File: src/sv/csp_pkg.sv
package csp_pkg;

	localparam int unsigned BYTE_W  = 8;
	localparam int unsigned POWER_W = 7;
	localparam int unsigned FREQ_W  = 17;
	localparam int unsigned MILLI_W = 18;
	localparam int unsigned FIELD_W = 3;
	localparam int unsigned ACC_W   = 8;
	localparam int unsigned FRAC_W  = 10;
	localparam int unsigned CNT_W   = 2;

	localparam logic [BYTE_W-1:0] CH_NL    = 8'h0A;
	localparam logic [BYTE_W-1:0] CH_SEMI  = 8'h3B;
	localparam logic [BYTE_W-1:0] CH_POINT = 8'h2E;
	localparam logic [BYTE_W-1:0] CH_SPACE = 8'h20;
	localparam logic [BYTE_W-1:0] CH_TAB   = 8'h09;
	localparam logic [BYTE_W-1:0] CH_CR    = 8'h0D;
	localparam logic [BYTE_W-1:0] CH_ZERO  = 8'h30;
	localparam logic [BYTE_W-1:0] CH_NINE  = 8'h39;

	localparam logic [FIELD_W-1:0] FLD_POWER = 3'd3;
	localparam logic [FIELD_W-1:0] FLD_FREQ  = 3'd4;
	localparam logic [FIELD_W-1:0] FLD_TAIL  = 3'd5;

	localparam logic [ACC_W-1:0]   POWER_MAX      = 8'd100;
	localparam logic [ACC_W-1:0]   ACC_MAX        = 8'd255;
	localparam logic [MILLI_W-1:0] FREQ_MIN_MILLI = 18'd1;
	localparam logic [MILLI_W-1:0] FREQ_MAX_MILLI = 18'd100000;

	localparam logic STATUS_OK  = 1'b0;
	localparam logic STATUS_BAD = 1'b1;

	typedef struct packed {
		logic [FREQ_W-1:0]  freq_milli;
		logic [POWER_W-1:0] power;
		logic               polarity;
		logic               mode;
		logic               enable;
		logic               status;
	} result_t;

endpackage

File: src/sv/coil_setting_command_parser_top.sv
// Channel  | Direction | Payload
// s_axis   | in        | tdata[7:0] rx_byte
// m_axis   | out       | tdata[27:0] status, enable, mode, polarity, power, freq_milli
//
// A byte is registered on acceptance and parsed from that register; a newline can be held there.
// A newline yields one result transaction, passing through the byte register and the output register.
// One byte can be accepted in every cycle while the output register is free.
// A newline waiting behind a full, stalled output register holds the input.
// Reset clears all line state and the applied settings to zero.
module coil_setting_command_parser_top import csp_pkg::*; (
	input  logic        clk,
	input  logic        arst_n,
	input  logic        s_axis_tvalid,
	output logic        s_axis_tready,
	input  logic [7:0]  s_axis_tdata,  // [7:0] rx_byte
	output logic        m_axis_tvalid,
	input  logic        m_axis_tready,
	output logic [31:0] m_axis_tdata   // [0] status, [1] enable_out, [2] mode_out,
	                                   // [3] polarity_out, [10:4] power_out,
	                                   // [27:11] freq_milli_out, [31:28] zero
);

	logic              valid_s1;
	logic [BYTE_W-1:0] byte_s1;
	logic              advance;
	logic              step;
	logic              res_valid;
	result_t           res;
	logic              out_valid_q;
	result_t           out_q;

	assign advance       = !(byte_s1 == CH_NL) || !out_valid_q || m_axis_tready;
	assign step          = valid_s1 && advance;
	assign s_axis_tready = !valid_s1 || advance;

	always_ff @(posedge clk or negedge arst_n) begin
		if (!arst_n) begin
			valid_s1 <= 1'b0;
		end else if (s_axis_tready) begin
			valid_s1 <= s_axis_tvalid;
		end
	end

	always_ff @(posedge clk) begin
		if (s_axis_tready && s_axis_tvalid) begin
			byte_s1 <= s_axis_tdata;
		end
	end

	csp_parser u_parser (
		.clk       (clk),
		.arst_n    (arst_n),
		.step      (step),
		.rx_byte   (byte_s1),
		.res_valid (res_valid),
		.res       (res)
	);

	always_ff @(posedge clk or negedge arst_n) begin
		if (!arst_n) begin
			out_valid_q <= 1'b0;
		end else if (res_valid) begin
			out_valid_q <= 1'b1;
		end else if (m_axis_tready) begin
			out_valid_q <= 1'b0;
		end
	end

	always_ff @(posedge clk) begin
		if (res_valid) begin
			out_q <= res;
		end
	end

	assign m_axis_tvalid = out_valid_q;
	assign m_axis_tdata  = {4'b0000, out_q};

endmodule

File: src/sv/csp_parser.sv
module csp_parser import csp_pkg::*; (
	input  logic              clk,
	input  logic              arst_n,
	input  logic              step,
	input  logic [BYTE_W-1:0] rx_byte,
	output logic              res_valid,
	output result_t           res
);

	logic [FIELD_W-1:0] field_q, field_d;
	logic [ACC_W-1:0]   acc_q, acc_d;
	logic [FRAC_W-1:0]  frac_q, frac_d;
	logic [CNT_W-1:0]   cnt_q, cnt_d;
	logic               bad_q, bad_d;
	logic               start_q, start_d;
	logic               wspend_q, wspend_d;
	logic               point_q, point_d;
	logic               sticky_q, sticky_d;
	logic [2:0]         pend_bits_q, pend_bits_d;
	logic [POWER_W-1:0] pend_power_q, pend_power_d;
	logic [2:0]         app_bits_q, app_bits_d;
	logic [POWER_W-1:0] app_power_q, app_power_d;
	logic [FREQ_W-1:0]  app_freq_q, app_freq_d;

	logic [MILLI_W-1:0] frac_milli;
	logic [MILLI_W-1:0] freq_milli;
	logic               freq_ok;
	logic               is_ws;
	logic               is_digit;
	logic [3:0]         digit;
	logic [11:0]        acc_ext;
	logic [FRAC_W-1:0]  frac_ext;
	logic               ok;

	always_comb begin
		case (cnt_q)
			2'd1: frac_milli = MILLI_W'(frac_q) * MILLI_W'(100);
			2'd2: frac_milli = MILLI_W'(frac_q) * MILLI_W'(10);
			2'd3: frac_milli = MILLI_W'(frac_q);
			default: frac_milli = '0;
		endcase
		freq_milli = MILLI_W'(acc_q) * MILLI_W'(1000) + frac_milli;
		freq_ok = (freq_milli >= FREQ_MIN_MILLI) && (freq_milli <= FREQ_MAX_MILLI)
			&& !((freq_milli == FREQ_MAX_MILLI) && sticky_q);
	end

	assign is_ws    = (rx_byte == CH_SPACE) || (rx_byte inside {[CH_TAB:CH_CR]});
	assign is_digit = rx_byte inside {[CH_ZERO:CH_NINE]};
	assign digit    = 4'(rx_byte - CH_ZERO);
	assign acc_ext  = 12'(acc_q) * 12'd10 + 12'(digit);
	assign frac_ext = 10'(frac_q * 10'd10 + 10'(digit));

	always_comb begin
		field_d      = field_q;
		acc_d        = acc_q;
		frac_d       = frac_q;
		cnt_d        = cnt_q;
		bad_d        = bad_q;
		start_d      = start_q;
		wspend_d     = wspend_q;
		point_d      = point_q;
		sticky_d     = sticky_q;
		pend_bits_d  = pend_bits_q;
		pend_power_d = pend_power_q;
		app_bits_d   = app_bits_q;
		app_power_d  = app_power_q;
		app_freq_d   = app_freq_q;
		res_valid    = 1'b0;
		ok           = 1'b0;

		if (step) begin
			if (rx_byte == CH_NL) begin
				ok = start_q && !bad_q;
				if (field_q == FLD_FREQ) begin
					ok = ok && freq_ok;
				end else if (field_q != FLD_TAIL) begin
					ok = 1'b0;
				end
				if (ok) begin
					app_bits_d  = pend_bits_q;
					app_power_d = pend_power_q;
					app_freq_d  = FREQ_W'(freq_milli);
				end
				res_valid    = 1'b1;
				field_d      = '0;
				acc_d        = '0;
				frac_d       = '0;
				cnt_d        = '0;
				bad_d        = 1'b0;
				start_d      = 1'b0;
				wspend_d     = 1'b0;
				point_d      = 1'b0;
				sticky_d     = 1'b0;
				pend_bits_d  = '0;
				pend_power_d = '0;
			end else if (is_ws) begin
				if (start_q) begin
					wspend_d = 1'b1;
				end
			end else begin
				start_d = 1'b1;
				if (wspend_q) begin
					wspend_d = 1'b0;
					if (field_q != FLD_TAIL) begin
						bad_d = 1'b1;
					end
				end
				if (!bad_d) begin
					if (field_q == FLD_TAIL) begin
						if (rx_byte == CH_SEMI) begin
							bad_d = 1'b1;
						end
					end else if (rx_byte == CH_SEMI) begin
						if (field_q < FLD_POWER) begin
							if (acc_q > 8'd1) begin
								bad_d = 1'b1;
							end else begin
								pend_bits_d[field_q[1:0]] = acc_q[0];
							end
						end else if (field_q == FLD_POWER) begin
							if (acc_q > POWER_MAX) begin
								bad_d = 1'b1;
							end else begin
								pend_power_d = POWER_W'(acc_q);
							end
						end else if (!freq_ok) begin
							bad_d = 1'b1;
						end
						if (field_q < FLD_FREQ) begin
							acc_d   = '0;
							field_d = field_q + 3'd1;
						end else begin
							field_d = FLD_TAIL;
						end
					end else if (is_digit) begin
						if (field_q < FLD_FREQ || !point_q) begin
							acc_d = (acc_ext > 12'(ACC_MAX)) ? ACC_MAX : ACC_W'(acc_ext);
						end else if (cnt_q < 2'd3) begin
							frac_d = frac_ext;
							cnt_d  = cnt_q + 2'd1;
						end else if (digit != 4'd0) begin
							sticky_d = 1'b1;
						end
					end else if (rx_byte == CH_POINT && field_q == FLD_FREQ) begin
						if (point_q) begin
							bad_d = 1'b1;
						end else begin
							point_d = 1'b1;
						end
					end else begin
						bad_d = 1'b1;
					end
				end
			end
		end

		res.status     = ok ? STATUS_OK : STATUS_BAD;
		res.enable     = app_bits_d[0];
		res.mode       = app_bits_d[1];
		res.polarity   = app_bits_d[2];
		res.power      = app_power_d;
		res.freq_milli = app_freq_d;
	end

	always_ff @(posedge clk or negedge arst_n) begin
		if (!arst_n) begin
			field_q      <= '0;
			acc_q        <= '0;
			frac_q       <= '0;
			cnt_q        <= '0;
			bad_q        <= 1'b0;
			start_q      <= 1'b0;
			wspend_q     <= 1'b0;
			point_q      <= 1'b0;
			sticky_q     <= 1'b0;
			pend_bits_q  <= '0;
			pend_power_q <= '0;
			app_bits_q   <= '0;
			app_power_q  <= '0;
			app_freq_q   <= '0;
		end else begin
			field_q      <= field_d;
			acc_q        <= acc_d;
			frac_q       <= frac_d;
			cnt_q        <= cnt_d;
			bad_q        <= bad_d;
			start_q      <= start_d;
			wspend_q     <= wspend_d;
			point_q      <= point_d;
			sticky_q     <= sticky_d;
			pend_bits_q  <= pend_bits_d;
			pend_power_q <= pend_power_d;
			app_bits_q   <= app_bits_d;
			app_power_q  <= app_power_d;
			app_freq_q   <= app_freq_d;
		end
	end

endmodule
File: config.mk
export PLATFORM = sky130hd
export DESIGN_NAME = coil_setting_command_parser_top
export DESIGN_NICKNAME = d
export VERILOG_FILES = /design/src/sv/csp_pkg.sv /design/src/sv/coil_setting_command_parser_top.sv /design/src/sv/csp_parser.sv
export SDC_FILE = /design/constraint.sdc
export NUM_CORES = 1
export LEC_CHECK = 0
export ABC_CLOCK_PERIOD_IN_PS = 9100
export BUFFER_PORTS_ARGS = -buffer_cell sky130_fd_sc_hd__buf_2
export CAP_MARGIN = 25
export CORE_ASPECT_RATIO = 1.5
export CORE_MARGIN = 2
export CORE_UTILIZATION = 45
export DETAILED_ROUTE_END_ITERATION = 6
export HOLD_SLACK_MARGIN = 0.02
export PLACE_DENSITY = 0.7
export SKIP_CTS_REPAIR_TIMING = 1
export SYNTH_ARGS = -nofsm -noshare
export SYNTH_HDL_FRONTEND = slang
export SYNTH_SLANG_ARGS = --single-unit
File: constraint.sdc
create_clock -name clk -period 9.1 [get_ports clk]
set_input_delay 0.91 -clock clk [delete_from_list [all_inputs] [get_ports clk]]
set_output_delay 0.91 -clock clk [all_outputs]
set_load 0.05 [all_outputs]
==> impl_metrics.yaml, run 1 <==
detailed_routing:
  route.detailed.wl_per_inst_um: 18.1
  viasPerCell: 6.00
  drt_iter0_markers: 817
  drt_drc_violations_left: 0
  number_of_antenna_violating_nets_in_the_routed_design: 0
  drt_wl_total_mm: 23.7
  detailroute.via_count: 7842
  drt-pass1-iter-count: 7
final_layout:
  num_antenna_cells: 0
  layout.nets: 1214
  layout-area-overhead-vs-synth_pct: 7.78
  post_route_cells_drive_above_1_share_pct: 8.66
  fin_area_um2: 10300
  final.fill_count: 1950
power_and_ir_drop:
  maximum_vdd_drop_v: 0.000204
  switching_share_pct: 50.0
  pwr-share-clk_pct: 17.6
  p_per_cell_area_nw_per_um2: 227
  p_leak_nw: 4.47
  power_switching_w: 0.00117
  pwr-share-comb_pct: 61.2
  internal_power_w: 0.00117
  sequentialPowerShare_pct: 21.2
synth:
  synth_seq_cells: 103
  synth_flop_cell: "sky130_fd_sc_hd__dfrtp_1"
  syn-instance-count: 1019
  edff_count_synth: 36
  post_synth_num_cell_types: 76
  synthesis.area_per_instance_um2: 9.35
  ys_seq_area_share_pct: 29.0
  synth_area_um2: 9520
  synth-warning-count: 0
  synth-async-reset-ratio_pct: 65.0
timing:
  setup_repair_after_global_routing_missed_its_margin: "no"
  timing_max_transition_violations_final: 0
  final.setup.worst_slack_ns: 1.39
  timing.fmax_mhz: 130
  fin_crit_sh_pct: 84.7
  setup-violations-final: 0
  worst_tran_pin_value_ns: 0.980
  finalCriticalPeriod_ns: 7.71
  final_hold_viol_count: 0
  fin_tns_setup_ns: 0
  maxSlewHeadroom_pct: 34.7
  fin_skew_ns: 0.0135
run_status:
  run_status: "finished clean"
placement:
  place.gp.congestion: 0.880
  numPortBuffers: 41
  placed_cell_area_um2: 9930
  detailedPlacementHpwl_mm: 17.8
  preCtsSetupSlack_ns: 1.43
setup_path:
  worstPathMaxFanout: 21
  critical_path_endpoint_category: "flip-flop"
  crit_type: "reg -> reg"
  crit_buf_inv: 3
  critical-path-top-delay-family: "compound AO/OA/AOI/OAI gates"
  cp_slowest_cell: "sky130_fd_sc_hd__dfrtp_1"
  path_common_cell: "sky130_fd_sc_hd__ha_1"
  worst_path_max_stage_delay_ns: 0.71
  data_arrival_at_the_endpoint_of_the_critical_path_ns: 7.83
  timing.critical_path.required_ns: 9.22
  cp-start-kind: "flip-flop"
clock_tree:
  clk_path_buf_depth: 2
  cts-htree-levels: 3
  ctsRootBufferMaster: "sky130_fd_sc_hd__clkbuf_16"
  clock-sinks: 103
  cts_tree: "yes"
  clock_latency_reported_for_the_late_side_of_the_worst_skew_pair_ns: 0.37
  cts.reportedPaths.clkPinSlew_ns: 0.08
  numCtsBuffers: 9
floorplan:
  core-area_um2: 20900
  die_height_um: 182
  fp.dieArea_um2: 22400
  die_width_um: 123
  io-pin-count: 46
  starting_density_of_the_core_pct: 45.6
  std_cell_rows: 65
grt:
  grt_first_pass_wirelength_mm: 39.1
  grt_max_degree: 68
  grt_util_all_layers_pct: 21.9
  grt_pass1_vias: 7693
  grt.overflow.total: 0
  antenna_found_initial: 0
hold_path:
  min-delay-path-class: "in -> async"
run:
  max-cap-violations: 0
[sequential cells by signal, summed over array words and instances, names as in the netlist]
signal / flops
u_parser.acc_q: 8
u_parser.pend_power_q: 7
u_parser.cnt_q: 2
u_parser.point_q: 1
u_parser.start_q: 1
u_parser.field_q: 3
u_parser.frac_q: 10
u_parser.bad_q: 1
u_parser.app_power_q: 7
u_parser.sticky_q: 1
m_axis_tvalid: 1
u_parser.pend_bits_q: 3
byte_s1: 8
u_parser.wspend_q: 1
u_parser.app_bits_q: 3
valid_s1: 1
m_axis_tdata: 28
u_parser.app_freq_q: 17
[layer usage]
layer,routed length [µm],global-route usage [%],part of all wire [%]
met1,9890,27.4,42
met2,12500,39.1,53
met3,828,2.81,3.5
met4,441,6.11,1.9
met5,0,0,0
[cell usage in the layout, fill, tap and decap left out, types with 17 or more instances in the layout]
| master | instances |
|---|---|
| sky130_fd_sc_hd__nand3_1 | 57 |
| sky130_fd_sc_hd__fa_1 | 31 |
| sky130_fd_sc_hd__o311ai_0 | 17 |
| sky130_fd_sc_hd__nor2_1 | 45 |
| sky130_fd_sc_hd__a21oi_1 | 56 |
| sky130_fd_sc_hd__nand2_1 | 90 |
| sky130_fd_sc_hd__o211ai_1 | 29 |
| sky130_fd_sc_hd__edfxtp_1 | 36 |
| sky130_fd_sc_hd__xnor2_1 | 36 |
| sky130_fd_sc_hd__a21o_1 | 17 |
| sky130_fd_sc_hd__inv_1 | 87 |
| sky130_fd_sc_hd__buf_2 | 41 |
| sky130_fd_sc_hd__o21ai_0 | 38 |
| sky130_fd_sc_hd__ha_1 | 137 |
| sky130_fd_sc_hd__dfrtp_1 | 67 |
[worst register-to-register path, stage by stage, from the launching register on]
cell,delay (ns)
sky130_fd_sc_hd__dfrtp_1,0.71
sky130_fd_sc_hd__inv_1,0.20
sky130_fd_sc_hd__ha_1,0.34
sky130_fd_sc_hd__ha_1,0.28
sky130_fd_sc_hd__inv_1,0.05
sky130_fd_sc_hd__fa_1,0.47
sky130_fd_sc_hd__fa_1,0.56
sky130_fd_sc_hd__inv_1,0.05
sky130_fd_sc_hd__ha_1,0.35
sky130_fd_sc_hd__nor2b_1,0.15
sky130_fd_sc_hd__o21ai_0,0.22
sky130_fd_sc_hd__a21boi_0,0.15
sky130_fd_sc_hd__o21ai_0,0.21
sky130_fd_sc_hd__a21boi_0,0.14
sky130_fd_sc_hd__o21a_1,0.22
sky130_fd_sc_hd__o21a_1,0.18
sky130_fd_sc_hd__nor2_1,0.10
sky130_fd_sc_hd__ha_1,0.32
sky130_fd_sc_hd__and3_1,0.22
sky130_fd_sc_hd__a221o_1,0.32
sky130_fd_sc_hd__a311o_1,0.32
sky130_fd_sc_hd__a21oi_1,0.17
sky130_fd_sc_hd__xnor2_1,0.15
sky130_fd_sc_hd__xnor2_1,0.50
sky130_fd_sc_hd__nand3_2,0.54
sky130_fd_sc_hd__a311o_1,0.54
[synth_stat cells (29+ instances only)]
cell,number,share of area (%)
sky130_fd_sc_hd__a21oi_1,56,2.9
sky130_fd_sc_hd__clkbuf_1,30,1.2
sky130_fd_sc_hd__dfrtp_1,67,18
sky130_fd_sc_hd__edfxtp_1,36,11
sky130_fd_sc_hd__fa_1,31,6.5
sky130_fd_sc_hd__ha_1,137,18
sky130_fd_sc_hd__inv_1,87,3.4
sky130_fd_sc_hd__nand2_1,90,3.5
sky130_fd_sc_hd__nand3_1,57,3.0
sky130_fd_sc_hd__nor2_1,45,1.8
sky130_fd_sc_hd__o211ai_1,29,2.3
sky130_fd_sc_hd__o21ai_0,38,2.0
sky130_fd_sc_hd__xnor2_1,36,3.3
[power by group through the flow]
stage / Combinational [W] / Clock (W) / Sequential [W]
2_1_floorplan: 0.00112 / 0 / 0.000501
3_3_place_gp: 0.00139 / 0 / 0.000504
3_5_place_dp: 0.00141 / 0 / 0.000504
4_1_cts: 0.00142 / 0.000414 / 0.000494
5_1_grt: 0.00157 / 0.000436 / 0.000496
6_report: 0.00143 / 0.000410 / 0.000495
[per-stage QoR]
stage	hold slack, ns	std cells	power [W]	util (%)
2_1_floorplan	0.464	1022	0.00162	-
3_3_place_gp	0.493	1290	0.00189	47.5
3_5_place_dp	0.498	1290	0.00191	47.5
4_1_cts	0.517	1306	0.00233	49.0
5_1_grt	0.478	1307	0.00250	49.1
6_report	0.470	1307	0.00233	49.1
[cell type report]
cell class                 instances  area, µm²  area share, %
sequential                       103       2760           26.9
inverter                          87        327           3.18
tap                              268        335           3.27
clock inverter                     7       78.8          0.768
clock buffer                       9        225           2.19
multi-input combinational        781       6230           60.7
timing repair buffer              52        308           3.00
[cell families after synthesis]
family	after synthesis	share of synthesized area, %
simple gates	283	14.8
buf+inv	138	5.91
fa+ha+maj	168	24.5
compound gates	264	19.7
xor+xnor	50	4.60
other cells	1	0.0394
flops	103	29.0
mux	12	1.42
[worst paths after layout]
kind,from,end,slack (ns),cells past startpoint
setup reg to reg,u_parser.acc_q[1],m_axis_tdata[27],1.39,25
hold reg to reg,u_parser.sticky_q,u_parser.sticky_q,0.51,1
setup / recovery,u_parser.acc_q[1],m_axis_tdata[27],1.39,25
hold / removal,arst_n,u_parser.frac_q[7],0.47,2
max in group asynchronous,arst_n,u_parser.acc_q[3],8.03,3
min in group clk,u_parser.sticky_q,u_parser.sticky_q,0.51,1
Note: power is estimated with default switching activity, not from simulation.
==> run 2, diff against run 1 <==
Settings changed: ABC_AREA set to 1, ABC_CLOCK_PERIOD_IN_PS 9100 to 6920, PLACE_DENSITY 0.7 to 0.72.
Clock period 9.1 ns to 6.92 ns, I/O delays scaled along.
==> impl_metrics.yaml, run 2 <==
setup_path:
  critical_path_endpoint_category: "flip-flop"
  critical-path-top-delay-family: "adder cells"
  crit_buf_inv: 2
  cp_num_cells: 30
  worstPathMaxFanout: 37
  cp_slowest_cell: "sky130_fd_sc_hd__dfrtp_1"
  reg2reg_to: "m_axis_tdata[24]"
  cp-start-kind: "flip-flop"
  worst_r2r_startpoint: "u_parser.acc_q[1]"
  crit_type: "reg -> reg"
  rrSetupSlack_ns: 0.56
  path_common_cell: "sky130_fd_sc_hd__nand2_1"
  data_arrival_at_the_endpoint_of_the_critical_path_ns: 6.46
  critPathCapture: "m_axis_tdata[24]"
  timing.critical_path.from: "u_parser.acc_q[1]"
  r2r.worst_path.cells: 30
  worst_path_max_stage_delay_ns: 0.64
  timing.critical_path.required_ns: 7.01
detailed_routing:
  drt_drc_violations_left: 0
  number_of_antenna_violating_nets_in_the_routed_design: 0
  drt_wl_total_mm: 19.1
  drt-pass1-iter-count: 5
  drt_iter0_markers: 442
  route.detailed.wl_per_inst_um: 13.9
  viasPerCell: 5.10
  detailroute.via_count: 6976
floorplan:
  std_cell_rows: 62
  die_height_um: 175
  core-area_um2: 19200
  fp.dieArea_um2: 20700
  die_width_um: 118
  io-pin-count: 46
  starting_density_of_the_core_pct: 45.8
power_and_ir_drop:
  p_per_cell_area_nw_per_um2: 485
  power_w: 0.00464
  maximum_vdd_drop_v: 0.000300
  p_leak_nw: 5.21
timing:
  worst_tran_pin_value_ns: 0.878
  maxSlewHeadroom_pct: 41.4
  fin_tns_setup_ns: 0
  finalCriticalPeriod_ns: 6.36
  hold_ws_ns: 0.473
  timing.fmax_mhz: 157
  final_hold_viol_count: 0
  setup_repair_after_global_routing_missed_its_margin: "no"
  timing_max_transition_violations_final: 0
  fin_crit_sh_pct: 91.9
  fin_skew_ns: 0.00977
  setup-violations-final: 0
grt:
  antenna_found_initial: 0
  grt_max_degree: 68
  grt_first_pass_wirelength_mm: 33.0
  grt.overflow.total: 0
  grt_pass1_vias: 7114
  grt_util_all_layers_pct: 19.7
hold_path:
  min-delay-path-class: "reg -> reg"
final_layout:
  layout.nets: 1287
  layout-area-overhead-vs-synth_pct: 8.92
  num_antenna_cells: 0
  post_route_cells_drive_above_1_share_pct: 9.98
  mostFrequentLayoutCells: "sky130_fd_sc_hd__nand2_1, sky130_fd_sc_hd__inv_1, sky130_fd_sc_hd__ha_1"
  largest_register_ffs: 28
  instances_no_fill: 1368
  mostFrequentLayoutCell: "sky130_fd_sc_hd__nand2_1"
  fin_area_um2: 9560
synth:
  synthesis.area_per_instance_um2: 8.27
  synth_top_cell_by_area: "sky130_fd_sc_hd__ha_1"
  synthTopCellsByArea: "sky130_fd_sc_hd__ha_1, sky130_fd_sc_hd__dfrtp_1, sky130_fd_sc_hd__edfxtp_1"
  synth_flop_cell: "sky130_fd_sc_hd__dfrtp_1"
  post-synth-top-area-fraction_pct: 19.5
  synth-async-reset-ratio_pct: 65.0
  synth-warning-count: 0
  edff_count_synth: 36
  synth_seq_cells: 103
  post_synth_num_cell_types: 46
  synth_top_cells_by_count: "sky130_fd_sc_hd__nand2_1, sky130_fd_sc_hd__inv_1, sky130_fd_sc_hd__ha_1, sky130_fd_sc_hd__dfrtp_1, sky130_fd_sc_hd__nand3_1"
  most_common_cell_in_the_synthesized_netlist: "sky130_fd_sc_hd__nand2_1"
  synth_area_um2: 8780
  ys_seq_area_share_pct: 31.4
  syn-instance-count: 1062
placement:
  dpl.cell_count: 1352
  placed_cell_area_um2: 9240
  numPortBuffers: 41
  place.gp.congestion: 0.902
  detailedPlacementHpwl_mm: 15.5
clock_tree:
  clk_path_buf_depth: 2
  clock-sinks: 103
  numCtsBuffers: 9
  ctsRootBufferMaster: "sky130_fd_sc_hd__clkbuf_16"
  clock_latency_reported_for_the_late_side_of_the_worst_skew_pair_ns: 0.36
  cts.reportedPaths.clkPinSlew_ns: 0.08
  cts-htree-levels: 3
  cts_tree: "yes"
run:
  max-cap-violations: 0
run_status:
  run_status: "finished clean"
run 2: kinds of logic (layout without fill, tap and decap cells):
group	Yosys count	count (layout)	share of synthesized area, %
other cells	1	4	0.0427
xor+xnor	23	23	2.29
fa+ha+maj	168	168	26.6
simple gates	438	438	21.8
flops	103	103	31.4
buf+inv	187	234	8.63
compound gates	142	142	9.28
run 2: how the worst min path moves through the flow:
stage / cells past startpoint / slack, ns / to / from
floorplan: 0 / 0.40 / m_axis_tvalid / arst_n
global placement: 2 / 0.46 / u_parser.app_freq_q[6] / u_parser.app_freq_q[6]
detailed placement: 2 / 0.46 / u_parser.app_freq_q[4] / u_parser.app_freq_q[4]
CTS: 2 / 0.47 / u_parser.app_freq_q[5] / u_parser.app_freq_q[5]
global route: 2 / 0.49 / u_parser.app_freq_q[14] / u_parser.app_freq_q[14]
finish: 2 / 0.47 / u_parser.app_freq_q[5] / u_parser.app_freq_q[5]
run 2: layout make-up:
cell class              instances  area [µm²]
inverters                     172         646
clock inverters                 6        71.3
clock buffers                  10         250
well taps                     256         320
flip-flops and latches        103        2760
multi-input cells             775        5280
fillers                      1837        9600
repair buffers                 46         243
run 2: through the flow:
stage               setup WS [ns]  util (%)
floorplan                    1.28         -
global placement            0.826      48.2
detailed placement          0.640      48.2
CTS                         0.581      49.9
global route               0.0334      49.9
finish                      0.557      49.9
run 2: power breakdown:
group	switching, W	leakage, nW	internal [W]
registers	0.0000480	1.26	0.000650
clock network	0.000251	0.153	0.000278
logic	0.00221	3.80	0.00120
total	0.00251	5.21	0.00213
run 2: worst reg2reg max path, delay by kind of cell (launching register included):
| kind | cells | cell delay [ns] |
|---|---|---|
| compound gates | 7 | 1.11 |
| flops | 1 | 0.64 |
| fa+ha+maj | 6 | 2.49 |
| simple gates | 13 | 1.18 |
| xor+xnor | 2 | 0.26 |
| buf+inv | 2 | 0.43 |
run 2: layer usage:
layer  up-vias  track usage [%]  share of wire [%]
met5         -                0                  0
met4         0             9.64                4.4
met3        56             2.51                3.0
met2       148             35.7                 51
met1      3237             22.7                 42
li1       3535                -                  -
==> run 3, diff against run 2 <==
Settings changed: ABC_CLOCK_PERIOD_IN_PS 6920 to 5550, BUFFER_PORTS_ARGS -buffer_cell sky130_fd_sc_hd__buf_2 to unset, DONT_BUFFER_PORTS set to 1, PLACE_DENSITY 0.72 to 0.7.
Clock period 6.92 ns to 5.55 ns, I/O delays scaled along.
==> impl_metrics.yaml, run 3 (same netlist as run 2, synthesis figures left out) <==
setup_path:
  worst_r2r_startpoint: "u_parser.acc_q[1]"
  critical_path_endpoint_category: "flip-flop"
  path_common_cell: "sky130_fd_sc_hd__nand2_1"
  worstPathMaxFanout: 9
  reg2reg_to: "m_axis_tdata[11]"
  r2r.worst_path.cells: 30
  crit_type: "reg -> reg"
  timing.critical_path.required_ns: 5.66
  worst_path_max_stage_delay_ns: 0.56
  cp_slowest_cell: "sky130_fd_sc_hd__fa_1"
  data_arrival_at_the_endpoint_of_the_critical_path_ns: 5.72
  rrSetupSlack_ns: -0.06
  cp-start-kind: "flip-flop"
grt:
  grt_pass1_vias: 7201
  antenna_found_initial: 0
  grt_first_pass_wirelength_mm: 34.1
  grt_max_degree: 68
  grt.overflow.total: 0
  grt_util_all_layers_pct: 20.4
timing:
  timing_max_transition_violations_final: 0
  setup_repair_after_global_routing_missed_its_margin: "yes"
  final_hold_viol_count: 0
  fin_crit_sh_pct: 101
  worst_tran_pin_value_ns: 1.21
  maxSlewHeadroom_pct: 19.2
  fin_skew_ns: 0.0126
  setup-violations-final: 25
  final.setup.worst_slack_ns: -0.0629
  finalCriticalPeriod_ns: 5.61
  timing.fmax_mhz: 178
clock_tree:
  cts.reportedPaths.clkPinSlew_ns: 0.08
  ctsRootBufferMaster: "sky130_fd_sc_hd__clkbuf_16"
  clock-sinks: 103
  clock_latency_reported_for_the_late_side_of_the_worst_skew_pair_ns: 0.36
  cts_tree: "yes"
  clk_path_buf_depth: 2
  numCtsBuffers: 9
  cts-htree-levels: 3
detailed_routing:
  drt_iter0_markers: 393
  detailroute.via_count: 7173
  drt_drc_violations_left: 0
  route.detailed.wl_per_inst_um: 15.6
  viasPerCell: 5.16
  number_of_antenna_violating_nets_in_the_routed_design: 0
  drt-pass1-iter-count: 5
  drt_wl_total_mm: 21.6
final_layout:
  fin_area_um2: 10300
  mostFrequentLayoutCells: "sky130_fd_sc_hd__nand2_1, sky130_fd_sc_hd__inv_1, sky130_fd_sc_hd__ha_1"
  post_route_cells_drive_above_1_share_pct: 18.4
  layout.nets: 1308
  largest_register_ffs: 28
  layout-area-overhead-vs-synth_pct: 17.1
  num_antenna_cells: 0
  mostFrequentLayoutCell: "sky130_fd_sc_hd__nand2_1"
floorplan:
  die_height_um: 175
  std_cell_rows: 62
  die_width_um: 118
  core-area_um2: 19200
  io-pin-count: 46
  fp.dieArea_um2: 20700
  starting_density_of_the_core_pct: 45.8
hold_path:
  min-delay-path-class: "in -> async"
placement:
  numPortBuffers: 0
  place.gp.congestion: 0.934
  placed_cell_area_um2: 9430
  detailedPlacementHpwl_mm: 16.4
  preCtsSetupSlack_ns: -0.233
run_status:
  violations: "negative setup slack"
  run_status: "finished, violations left"
run:
  max-cap-violations: 0
## run 3: final cells by class
class	count	area (µm²)
Fill cell	1750	8880
Inverter	172	658
Clock buffer	9	225
Tap cell	256	320
Sequential cell	103	2760
Timing Repair inverter	2	25.0
Clock inverter	7	86.3
Timing Repair Buffer	64	577
Multi-Input combinational cell	776	5630
## run 3: layer usage
metal  GRT usage [%]  share of wire [%]
met5               0                  0
met4            10.3                4.7
met3            2.06                2.9
met2            38.1                 54
met1            22.8                 39
## run 3: how the worst max path moves through the flow
stage | from | endpoint | depth (start not counted)
global placement | u_parser.acc_q[1] | m_axis_tdata[13] | 32
floorplan | u_parser.acc_q[1] | m_axis_tdata[21] | 30
global route | u_parser.acc_q[1] | m_axis_tdata[11] | 34
CTS | u_parser.acc_q[1] | m_axis_tdata[13] | 32
finish | u_parser.acc_q[1] | m_axis_tdata[11] | 30
detailed placement | u_parser.acc_q[1] | m_axis_tdata[13] | 32
## run 3: worst max-delay path: cells and delay by family, from the launching register on
| kind | cells | cell delay, ns |
|---|---|---|
| fa+ha+maj | 6 | 2.57 |
| xor+xnor | 1 | 0.06 |
| simple gates | 16 | 1.50 |
| compound gates | 2 | 0.26 |
| buf+inv | 5 | 0.49 |
| flops | 1 | 0.45 |
## run 3: stage by stage
| step | util, % | setup TNS [ns] | instances | hold WS [ns] |
|---|---|---|---|---|
| after floorplan | - | 0 | 1065 | 0.259 |
| after global placement | 49.2 | -0.260 | 1358 | 0.261 |
| after detailed placement | 49.2 | -3.44 | 1359 | 0.262 |
| after CTS | 50.8 | -5.52 | 1375 | -0.128 |
| after global routing | 53.7 | -9.51 | 1389 | 0.0943 |
| final | 53.7 | -0.714 | 1389 | 0.0703 |
Power of run 3 is not shown: default switching activity piles up to over one toggle a cycle in this logic, so the estimate is an artifact.
